===== src/design/snr_pkg.sv =====
// Shared types and constants for the service name registry.
`timescale 1ns / 1ps
`default_nettype none

package snr_pkg;

  // Table geometry
  localparam int unsigned TABLE_ENTRIES = 32;
  localparam int unsigned NAME_BYTES    = 8;

  // Field widths
  localparam int unsigned OP_W    = 3;
  localparam int unsigned KEY_W   = 64;
  localparam int unsigned ID_W    = 16;
  localparam int unsigned NAME_W  = NAME_BYTES * 8;
  localparam int unsigned ENTRY_W = NAME_W + ID_W;
  localparam int unsigned IDX_W   = (TABLE_ENTRIES > 1) ? $clog2(TABLE_ENTRIES) : 1;
  localparam int unsigned CNT_W   = $clog2(TABLE_ENTRIES + 1);

  // Request operations
  typedef enum logic [OP_W-1:0] {
    OP_REGISTER   = 3'd0,
    OP_FIND_NAME  = 3'd1,
    OP_FIND_ID    = 3'd2,
    OP_MARK_READY = 3'd3,
    OP_UNREGISTER = 3'd4
  } snr_op_e;

  // Entry status codes
  typedef enum logic [1:0] {
    ST_FREE  = 2'd0,
    ST_BUSY  = 2'd1,
    ST_READY = 2'd2
  } snr_status_e;

  // Compare unit result for one entry
  typedef struct packed {
    logic hit;
    logic is_free;
  } snr_match_t;

endpackage

`default_nettype wire


===== src/design/snr_if.sv =====
// Request and response channel interfaces of the service name registry.
`timescale 1ns / 1ps
`default_nettype none

interface snr_req_if import snr_pkg::*; ();
  logic              valid;
  logic              ready;
  logic [OP_W-1:0]   op;
  logic [KEY_W-1:0]  name_key;
  logic [ID_W-1:0]   proc_id;
  logic              caller_unprivileged;

  modport source (output valid, output op, output name_key, output proc_id,
                  output caller_unprivileged, input ready);
  modport sink   (input valid, input op, input name_key, input proc_id,
                  input caller_unprivileged, output ready);
endinterface

interface snr_rsp_if import snr_pkg::*; ();
  logic            valid;
  logic            ready;
  logic            ok;
  logic [ID_W-1:0] found_id;

  modport source (output valid, output ok, output found_id, input ready);
  modport sink   (input valid, input ok, input found_id, output ready);
endinterface

`default_nettype wire


===== src/design/snr_ram.sv =====
// Generic single-write, single-read RAM with registered read data.
`timescale 1ns / 1ps
`default_nettype none

module snr_ram #(
  parameter int unsigned Width = 8,
  parameter int unsigned Depth = 32,
  localparam int unsigned AddrW = (Depth > 1) ? $clog2(Depth) : 1
) (
  input  logic             clk_i,
  input  logic             we_i,
  input  logic [AddrW-1:0] waddr_i,
  input  logic [Width-1:0] wdata_i,
  input  logic             re_i,
  input  logic [AddrW-1:0] raddr_i,
  output logic [Width-1:0] rdata_o
);

  logic [Width-1:0] mem_q [Depth];

  // Write port and registered read port
  always_ff @(posedge clk_i) begin
    if (we_i) begin
      mem_q[waddr_i] <= wdata_i;
    end
    if (re_i) begin
      rdata_o <= mem_q[raddr_i];
    end
  end

endmodule

`default_nettype wire


===== src/design/snr_match.sv =====
// Shared entry compare unit: tests one table entry against the current request.
`timescale 1ns / 1ps
`default_nettype none

module snr_match import snr_pkg::*; (
  input  snr_op_e           op_i,
  input  logic [NAME_W-1:0] key_i,
  input  logic [ID_W-1:0]   id_i,
  input  logic [NAME_W-1:0] name_i,
  input  logic [ID_W-1:0]   owner_i,
  input  snr_status_e       status_i,
  output snr_match_t        res_o
);

  logic occupied;
  logic ready;
  logic name_eq;
  logic owner_eq;

  assign occupied = (status_i != ST_FREE);
  assign ready    = (status_i == ST_READY);
  assign name_eq  = (name_i == key_i);
  assign owner_eq = (owner_i == id_i);

  // Select the match rule of the operation
  always_comb begin
    res_o.is_free = !occupied;
    case (op_i)
      OP_REGISTER:   res_o.hit = occupied && name_eq;
      OP_FIND_NAME:  res_o.hit = ready && name_eq;
      OP_FIND_ID:    res_o.hit = ready && owner_eq;
      OP_MARK_READY: res_o.hit = occupied && owner_eq;
      OP_UNREGISTER: res_o.hit = occupied && owner_eq;
      default:       res_o.hit = 1'b0;
    endcase
  end

endmodule

`default_nettype wire


===== src/design/service_name_registry.sv =====
// Service name registry top level: sequencer, entry table and response register.
//
// Requests arrive on req_i (valid/ready); each carries an operation, a name key,
// a process id and the caller privilege flag. Every request yields exactly one
// response word on rsp_o: ok and the found process id.
// One request is in work at a time. After a request word is accepted, the
// sequencer reads the entry table one entry per cycle through the RAM read port
// and feeds each entry to the single compare unit, recording the first match
// and the first free entry. After the scan, a commit state updates the table
// and loads the response register. The next request can be accepted only after
// the response has been taken, so the sustained request rate is set by the
// one-entry-per-cycle scan.
// req_i.ready is high only while the block is idle.
// Reset empties the table at once: entry status lives in flip-flops that reset
// clears, and name and owner of a free entry are never used.
// A stalled response holds in its output register; no new request is taken
// until the response word has been accepted.
`timescale 1ns / 1ps
`default_nettype none

module service_name_registry import snr_pkg::*; (
  input  logic       clk_i,
  input  logic       rst_ni,
  snr_req_if.sink    req_i,
  snr_rsp_if.source  rsp_o
);

  typedef enum logic [1:0] {
    S_IDLE,
    S_SCAN,
    S_COMMIT,
    S_OUT
  } state_e;

  state_e            state_q;
  logic [CNT_W-1:0]  cnt_q;
  logic              cmp_vld_q;
  logic [IDX_W-1:0]  cmp_idx_q;

  snr_op_e           op_q;
  logic [NAME_W-1:0] key_q;
  logic [ID_W-1:0]   id_q;
  logic              unpriv_q;

  logic              hit_q;
  logic [IDX_W-1:0]  hit_idx_q;
  logic [ID_W-1:0]   hit_owner_q;
  logic              free_q;
  logic [IDX_W-1:0]  free_idx_q;

  snr_status_e       status_q [TABLE_ENTRIES];

  logic              rsp_vld_q;
  logic              ok_q;
  logic [ID_W-1:0]   fid_q;

  logic               ram_we;
  logic [IDX_W-1:0]   tgt_idx;
  logic [ENTRY_W-1:0] ram_wdata;
  logic               ram_re;
  logic [IDX_W-1:0]   ram_raddr;
  logic [ENTRY_W-1:0] ram_rdata;

  logic               commit_ok;
  logic               commit_wr;
  logic               st_we;
  snr_status_e        new_status;
  logic [ID_W-1:0]    commit_fid;

  snr_match_t         match;

  // Scan read: one entry per cycle
  assign ram_re    = (state_q == S_SCAN) && (cnt_q < CNT_W'(TABLE_ENTRIES));
  assign ram_raddr = cnt_q[IDX_W-1:0];

  snr_ram #(
    .Width (ENTRY_W),
    .Depth (TABLE_ENTRIES)
  ) u_ram (
    .clk_i   (clk_i),
    .we_i    (ram_we),
    .waddr_i (tgt_idx),
    .wdata_i (ram_wdata),
    .re_i    (ram_re),
    .raddr_i (ram_raddr),
    .rdata_o (ram_rdata)
  );

  snr_match u_match (
    .op_i     (op_q),
    .key_i    (key_q),
    .id_i     (id_q),
    .name_i   (ram_rdata[ENTRY_W-1:ID_W]),
    .owner_i  (ram_rdata[ID_W-1:0]),
    .status_i (status_q[cmp_idx_q]),
    .res_o    (match)
  );

  // Decide the table update and the response of the commit cycle
  always_comb begin
    tgt_idx    = hit_q ? hit_idx_q : free_idx_q;
    commit_ok  = 1'b0;
    commit_wr  = 1'b0;
    st_we      = 1'b0;
    new_status = ST_FREE;
    ram_wdata  = '0;
    commit_fid = '0;
    case (op_q)
      OP_REGISTER: begin
        commit_ok  = !unpriv_q && (hit_q || free_q);
        commit_wr  = commit_ok;
        st_we      = commit_ok;
        new_status = ST_BUSY;
        ram_wdata  = {key_q, id_q};
      end
      OP_FIND_NAME, OP_FIND_ID: begin
        commit_ok  = hit_q;
        commit_fid = hit_q ? hit_owner_q : '0;
      end
      OP_MARK_READY: begin
        commit_ok  = hit_q;
        st_we      = hit_q;
        new_status = ST_READY;
      end
      OP_UNREGISTER: begin
        commit_ok  = hit_q;
        commit_wr  = hit_q;
        st_we      = hit_q;
        new_status = ST_FREE;
      end
      default: begin
        commit_ok = 1'b0;
      end
    endcase
    ram_we = (state_q == S_COMMIT) && commit_wr;
  end

  // Sequencer, scan bookkeeping, entry status and response register
  always_ff @(posedge clk_i or negedge rst_ni) begin
    if (!rst_ni) begin
      state_q     <= S_IDLE;
      cnt_q       <= '0;
      cmp_vld_q   <= 1'b0;
      cmp_idx_q   <= '0;
      op_q        <= OP_REGISTER;
      key_q       <= '0;
      id_q        <= '0;
      unpriv_q    <= 1'b0;
      hit_q       <= 1'b0;
      hit_idx_q   <= '0;
      hit_owner_q <= '0;
      free_q      <= 1'b0;
      free_idx_q  <= '0;
      rsp_vld_q   <= 1'b0;
      ok_q        <= 1'b0;
      fid_q       <= '0;
      for (int i = 0; i < TABLE_ENTRIES; i++) begin
        status_q[i] <= ST_FREE;
      end
    end else begin
      cmp_vld_q <= ram_re;
      cmp_idx_q <= ram_raddr;

      // Keep the first matching and the first free entry
      if (cmp_vld_q) begin
        if (match.hit && !hit_q) begin
          hit_q       <= 1'b1;
          hit_idx_q   <= cmp_idx_q;
          hit_owner_q <= ram_rdata[ID_W-1:0];
        end
        if (match.is_free && !free_q) begin
          free_q     <= 1'b1;
          free_idx_q <= cmp_idx_q;
        end
      end

      case (state_q)
        S_IDLE: begin
          if (req_i.valid) begin
            op_q     <= snr_op_e'(req_i.op);
            key_q    <= req_i.name_key[NAME_W-1:0];
            id_q     <= req_i.proc_id;
            unpriv_q <= req_i.caller_unprivileged;
            hit_q    <= 1'b0;
            free_q   <= 1'b0;
            cnt_q    <= '0;
            state_q  <= S_SCAN;
          end
        end
        S_SCAN: begin
          if (cnt_q == CNT_W'(TABLE_ENTRIES)) begin
            state_q <= S_COMMIT;
          end else begin
            cnt_q <= cnt_q + CNT_W'(1);
          end
        end
        S_COMMIT: begin
          if (st_we) begin
            status_q[tgt_idx] <= new_status;
          end
          rsp_vld_q <= 1'b1;
          ok_q      <= commit_ok;
          fid_q     <= commit_fid;
          state_q   <= S_OUT;
        end
        S_OUT: begin
          if (rsp_o.ready) begin
            rsp_vld_q <= 1'b0;
            state_q   <= S_IDLE;
          end
        end
        default: begin
          state_q <= S_IDLE;
        end
      endcase
    end
  end

  assign req_i.ready    = (state_q == S_IDLE);
  assign rsp_o.valid    = rsp_vld_q;
  assign rsp_o.ok       = ok_q;
  assign rsp_o.found_id = fid_q;

`ifndef SYNTHESIS
  // An accepted request starts the scan at the first entry
  a_scan_start: assert property (@(posedge clk_i) disable iff (!rst_ni)
    (req_i.valid && req_i.ready) |=> (state_q == S_SCAN && cnt_q == '0))
    else $error("scan did not start after request");

  // A nonzero id is returned only by a successful lookup
  a_fid_lookup: assert property (@(posedge clk_i) disable iff (!rst_ni)
    (rsp_vld_q && fid_q != '0) |->
      (ok_q && (op_q == OP_FIND_NAME || op_q == OP_FIND_ID)))
    else $error("found id on a non-lookup or failed response");

  // Compares happen only during the scan
  a_cmp_in_scan: assert property (@(posedge clk_i) disable iff (!rst_ni)
    cmp_vld_q |-> (state_q == S_SCAN))
    else $error("entry compare outside the scan");

  // No new request while a response is pending
  a_one_in_flight: assert property (@(posedge clk_i) disable iff (!rst_ni)
    rsp_vld_q |-> !req_i.ready)
    else $error("request taken while response pending");
`endif

endmodule

`default_nettype wire

===== src/flat_wrapper.sv =====
// flat-port wrapper written by rule: the top's interface ports become plain ports
module service_name_registry_flat import snr_pkg::*;
  (clk_i, rst_ni, req_i_valid, req_i_op, req_i_name_key, req_i_proc_id, req_i_caller_unprivileged, req_i_ready, rsp_o_valid, rsp_o_ok, rsp_o_found_id, rsp_o_ready);
  snr_req_if req_i_i ();
  snr_rsp_if rsp_o_i ();
  input  logic clk_i;
  input  logic rst_ni;
  input wire logic [$bits(req_i_i.valid)-1:0] req_i_valid;
  input wire logic [$bits(req_i_i.op)-1:0] req_i_op;
  input wire logic [$bits(req_i_i.name_key)-1:0] req_i_name_key;
  input wire logic [$bits(req_i_i.proc_id)-1:0] req_i_proc_id;
  input wire logic [$bits(req_i_i.caller_unprivileged)-1:0] req_i_caller_unprivileged;
  output wire logic [$bits(req_i_i.ready)-1:0] req_i_ready;
  output wire logic [$bits(rsp_o_i.valid)-1:0] rsp_o_valid;
  output wire logic [$bits(rsp_o_i.ok)-1:0] rsp_o_ok;
  output wire logic [$bits(rsp_o_i.found_id)-1:0] rsp_o_found_id;
  input wire logic [$bits(rsp_o_i.ready)-1:0] rsp_o_ready;
  assign req_i_i.valid = req_i_valid;
  assign req_i_i.op = req_i_op;
  assign req_i_i.name_key = req_i_name_key;
  assign req_i_i.proc_id = req_i_proc_id;
  assign req_i_i.caller_unprivileged = req_i_caller_unprivileged;
  assign req_i_ready = req_i_i.ready;
  assign rsp_o_valid = rsp_o_i.valid;
  assign rsp_o_ok = rsp_o_i.ok;
  assign rsp_o_found_id = rsp_o_i.found_id;
  assign rsp_o_i.ready = rsp_o_ready;
  service_name_registry u_core (.clk_i(clk_i), .rst_ni(rst_ni), .req_i(req_i_i), .rsp_o(rsp_o_i));
endmodule

===== config.mk =====
export PLATFORM = sky130hd
export DESIGN_NAME = service_name_registry_flat
export DESIGN_NICKNAME = d
export VERILOG_FILES = /design/src/design/snr_pkg.sv /design/src/design/snr_if.sv /design/src/design/snr_ram.sv /design/src/design/snr_match.sv /design/src/design/service_name_registry.sv /design/src/flat_wrapper.sv
export SDC_FILE = /design/constraint.sdc
export NUM_CORES = 2
export LEC_CHECK = 0
export ABC_CLOCK_PERIOD_IN_PS = 11750
export BUFFER_PORTS_ARGS = -buffer_cell sky130_fd_sc_hd__buf_2
export CAP_MARGIN = 25
export CORE_UTILIZATION = 55
export CTS_CLUSTER_SIZE = 25
export DETAILED_ROUTE_END_ITERATION = 8
export GPL_TIMING_DRIVEN = 0
export PLACE_DENSITY = 0.71
export REMOVE_ABC_BUFFERS = 1
export SYNTH_ARGS = -nofsm -noshare
export SYNTH_HDL_FRONTEND = slang
export SYNTH_SLANG_ARGS = --single-unit

===== constraint.sdc =====
create_clock -name clk_i -period 11.75 [get_ports clk_i]
set_input_delay 2.35 -clock clk_i [delete_from_list [all_inputs] [get_ports clk_i]]
set_output_delay 2.35 -clock clk_i [all_outputs]
set_load 0.01 [all_outputs]

==> flow_summary.yaml <==
critical_path:
  required_ns: 12.52
  slowest_delay_ns: 0.80
  crit_path_frequent_cell: "nand4_1"
  start_kind: "flip-flop"
  path_max_fanout: 10
  crit_arrival_ns: 5.40
  crit_type: "flip-flop to flip-flop"
  cp_cell_sequence: "xnor2_1, nand4_1, nor4_1, nand4_1, o31ai_1, a22oi_1, nor4b_4, buf_6, mux2_4"
  slowest_stage: "nor4_1"
  endpoint_kind: "flip-flop"
layout:
  fillers: 12223
  ff_latch_area_mm2: 0.0845
  area_delta_synth_final_pct: 16.0
  final_nets: 5125
  layout-drive-gt1-share_pct: 35.2
  finalInstanceArea_mm2: 0.127
  antenna_cells: 0
  multi_input_area_mm2: 0.0243
pwr:
  finalPower_mw: 29.0
  p_per_area_mw_per_mm2: 228
  p_leak_nw: 41.0
  ir_drop_v: 0.000177
placement:
  io_buffers: 106
  postPlaceCellArea_mm2: 0.118
  hpwlAfterDp_mm: 166
  dp_slack_ns: 6.92
  gp_congestion: 0.765
sta:
  rsz0062_at_grt: "false"
  max_slew_margin_pct: 20.9
  clock_skew_ns: 0.0567
  finalWorstSetupSlack_ns: 7.12
  max_clock_freq_mhz: 216
  finalSetupViolCount: 0
  hold_viol_final: 0
  fin_tns_setup_ns: 0
  tightest_slew_ns: 1.19
  finalCriticalPeriod_ns: 4.63
  slew_viol_final: 0
  period_share_pct: 39.4
synthesis:
  synth.area.mux_share_pct: 19.5
  synthFlopType: "edfxtp_1"
  yosys-top-cells-area: "edfxtp_1, mux4_2, dfrtp_1"
  yosysUniqueCellTypes: 49
  synth_compound_area_share_pct: 0.422
  synth-simple-area-share_pct: 1.29
  synthTopCellsByCount: "edfxtp_1, mux4_2, mux2_2"
  syn_area_mm2: 0.110
  syn_avg_cell_area_um2: 23.7
  yosysSeqAreaShare_pct: 77.1
  ys_ff_latch: 2848
  synth-edff-count: 2640
  synth_xor_area_share_pct: 0.648
  synth_fa_ha_area_share_pct: 0.0686
  syn_inst: 4628
  yosysMostFrequentCell: "edfxtp_1"
  synthArstFlopShare_pct: 7.30
  synth_warnings: 0
  yosys.area.top_type_share_pct: 72.4
  yosysTopAreaCell: "edfxtp_1"
  synth_top_family_by_area: "multiplexers"
floorplan:
  dieWidth_um: 448
  boundaryPins: 107
  die_area_mm2: 0.201
  die_y_um: 448
  row_count: 163
  start_util_pct: 55.4
  core-area_mm2: 0.198
cts:
  cts_hold_buf: 0
  insertion_delay_ns: 0.95
  cts_sinks: 2848
  post_cts_buffers: 0
  cts_buffers: 299
  cts-root-buf: "clkbuf_16"
  clk_path_buf_depth: 4
  cts.repair.resized: 0
  htreeDepth: 5
  cts_tree: "yes"
  clk_pin_slew_ns: 0.06
detailed_routing:
  drt_iter0_markers: 7809
  via_per_inst: 6.73
  drt_first_pass_iters: 5
  drc_errors: 0
  wl_mm: 276
  ant_nets: 0
  wl_per_cell_um: 35.0
  routed-via-count: 53067
global_route:
  grt_pass1_vias: 53282
  grtUsageTotal_pct: 28.0
  grt_pass1_wl_mm: 392
  antenna_found_initial: 0
  grt_max_degree: 78
  overflow: 0
status:
  outcome: "finished, final reports clean"
flow_run:
  maxCapViolations: 0
min_path:
  hp-class: "flip-flop to flip-flop"
path summary, 6_finish.rpt:
path | slack [ns] | to | from | cells past startpoint
hold reg to reg | 0.48 | u_core.rsp_o.found_id[14] | u_core.hit_owner_q[14] | 2
setup reg to reg | 7.12 | u_core.hit_owner_q[11] | u_core.u_ram.rdata_o[59] | 9
max in group asynchronous | 8.95 | u_core.key_q[52] | rst_ni | 3
hold / removal | 0.48 | u_core.rsp_o.found_id[14] | u_core.hit_owner_q[14] | 2
min in group asynchronous | 1.46 | u_core.id_q[3] | rst_ni | 1
setup / recovery | 7.12 | u_core.hit_owner_q[11] | u_core.u_ram.rdata_o[59] | 9
flip-flops by register name (all words and copies together), names as in the netlist, 3 cells and up:
signal and flops:
u_core.u_ram.mem_q 2560, u_core.u_ram.rdata_o 80, u_core.key_q 64, u_core.status_q 64, u_core.hit_owner_q 16, u_core.id_q 16
u_core.rsp_o.found_id 16, u_core.cnt_q 6, u_core.cmp_idx_q 5, u_core.free_idx_q 5, u_core.hit_idx_q 5, u_core.op_q 3
cell usage in the layout, fill, tap and decap left out, types with 4 or more instances in the layout:
cell,synthesis,final
clkbuf_8,0,10
clkbuf_16,0,308
and2_1,81,81
inv_1,25,25
mux4_2,810,810
o21ai_0,30,30
xnor2_1,80,80
mux2_2,235,235
clkinv_2,0,41
mux2_4,20,20
nor3_1,5,4
nand2_1,76,75
ha_1,6,6
nor2_1,51,18
a21oi_1,11,11
nand4_1,23,23
nand2b_1,6,6
clkbuf_1,193,62
clkinv_1,0,56
clkinvlp_4,0,9
dfrtp_1,208,202
a22oi_1,6,6
nor2b_1,8,8
nor2_4,0,33
buf_12,0,154
mux2i_1,17,17
edfxtp_1,2640,2640
buf_2,6,106
nor4_1,6,6
nand3_1,11,11
dfrtp_4,0,5
bufinv_16,0,22
and3_1,6,6
inv_6,0,5
buf_16,0,61
buf_6,2,12
layout make-up:
| cell class | instances | share of cell area, % |
|---|---|---|
| clock buffers | 380 | 6.36 |
| flip-flops and latches | 2848 | 66.5 |
| repair buffers | 339 | 4.33 |
| inverters | 25 | 0.0739 |
| multi-input cells | 1518 | 19.1 |
| well taps | 2640 | 2.60 |
| clock inverters | 137 | 0.969 |
layer usage:
metal | track usage (%) | wire length, µm | vias to the layer above
met3 | 5.45 | 28800 | 563
met2 | 42.5 | 129000 | 3585
li1 | - | - | 20390
met4 | 8.80 | 8800 | 0
met5 | 0 | 0 | -
met1 | 41.6 | 109000 | 28529
power breakdown:
group,total [mW],switching [mW],internal [mW]
sequential,12.8,0.520,12.3
clock,9.13,3.80,5.33
combinational,7.08,3.57,3.51
total,29.0,7.88,21.1
worst max-delay path: cells and delay by family, from the launching register on:
kind | cells | cell delay [ns]
AND/OR/NAND/NOR | 4 | 2.65
AO/OA/AOI/OAI | 2 | 0.56
flip-flops | 1 | 0.40
multiplexers | 1 | 0.31
XOR/XNOR | 1 | 0.28
buffers and inverters | 1 | 0.28
logic make-up after synthesis:
family | count (synthesis)
xor+xnor | 81
mux | 1082
flops | 2848
buf+inv | 262
simple gates | 277
fa+ha+maj | 6
compound gates | 72
metrics by stage:
stage,hold WS (ns),std cells,utilization [%]
floorplan,0.450,4391,-
global route,0.510,7887,64.3
finish,0.482,7887,64.3
detailed placement,0.481,7367,59.5
CTS,0.490,7884,64.2
global placement,0.474,7137,56.9
(Power assumes the default switching activity.)
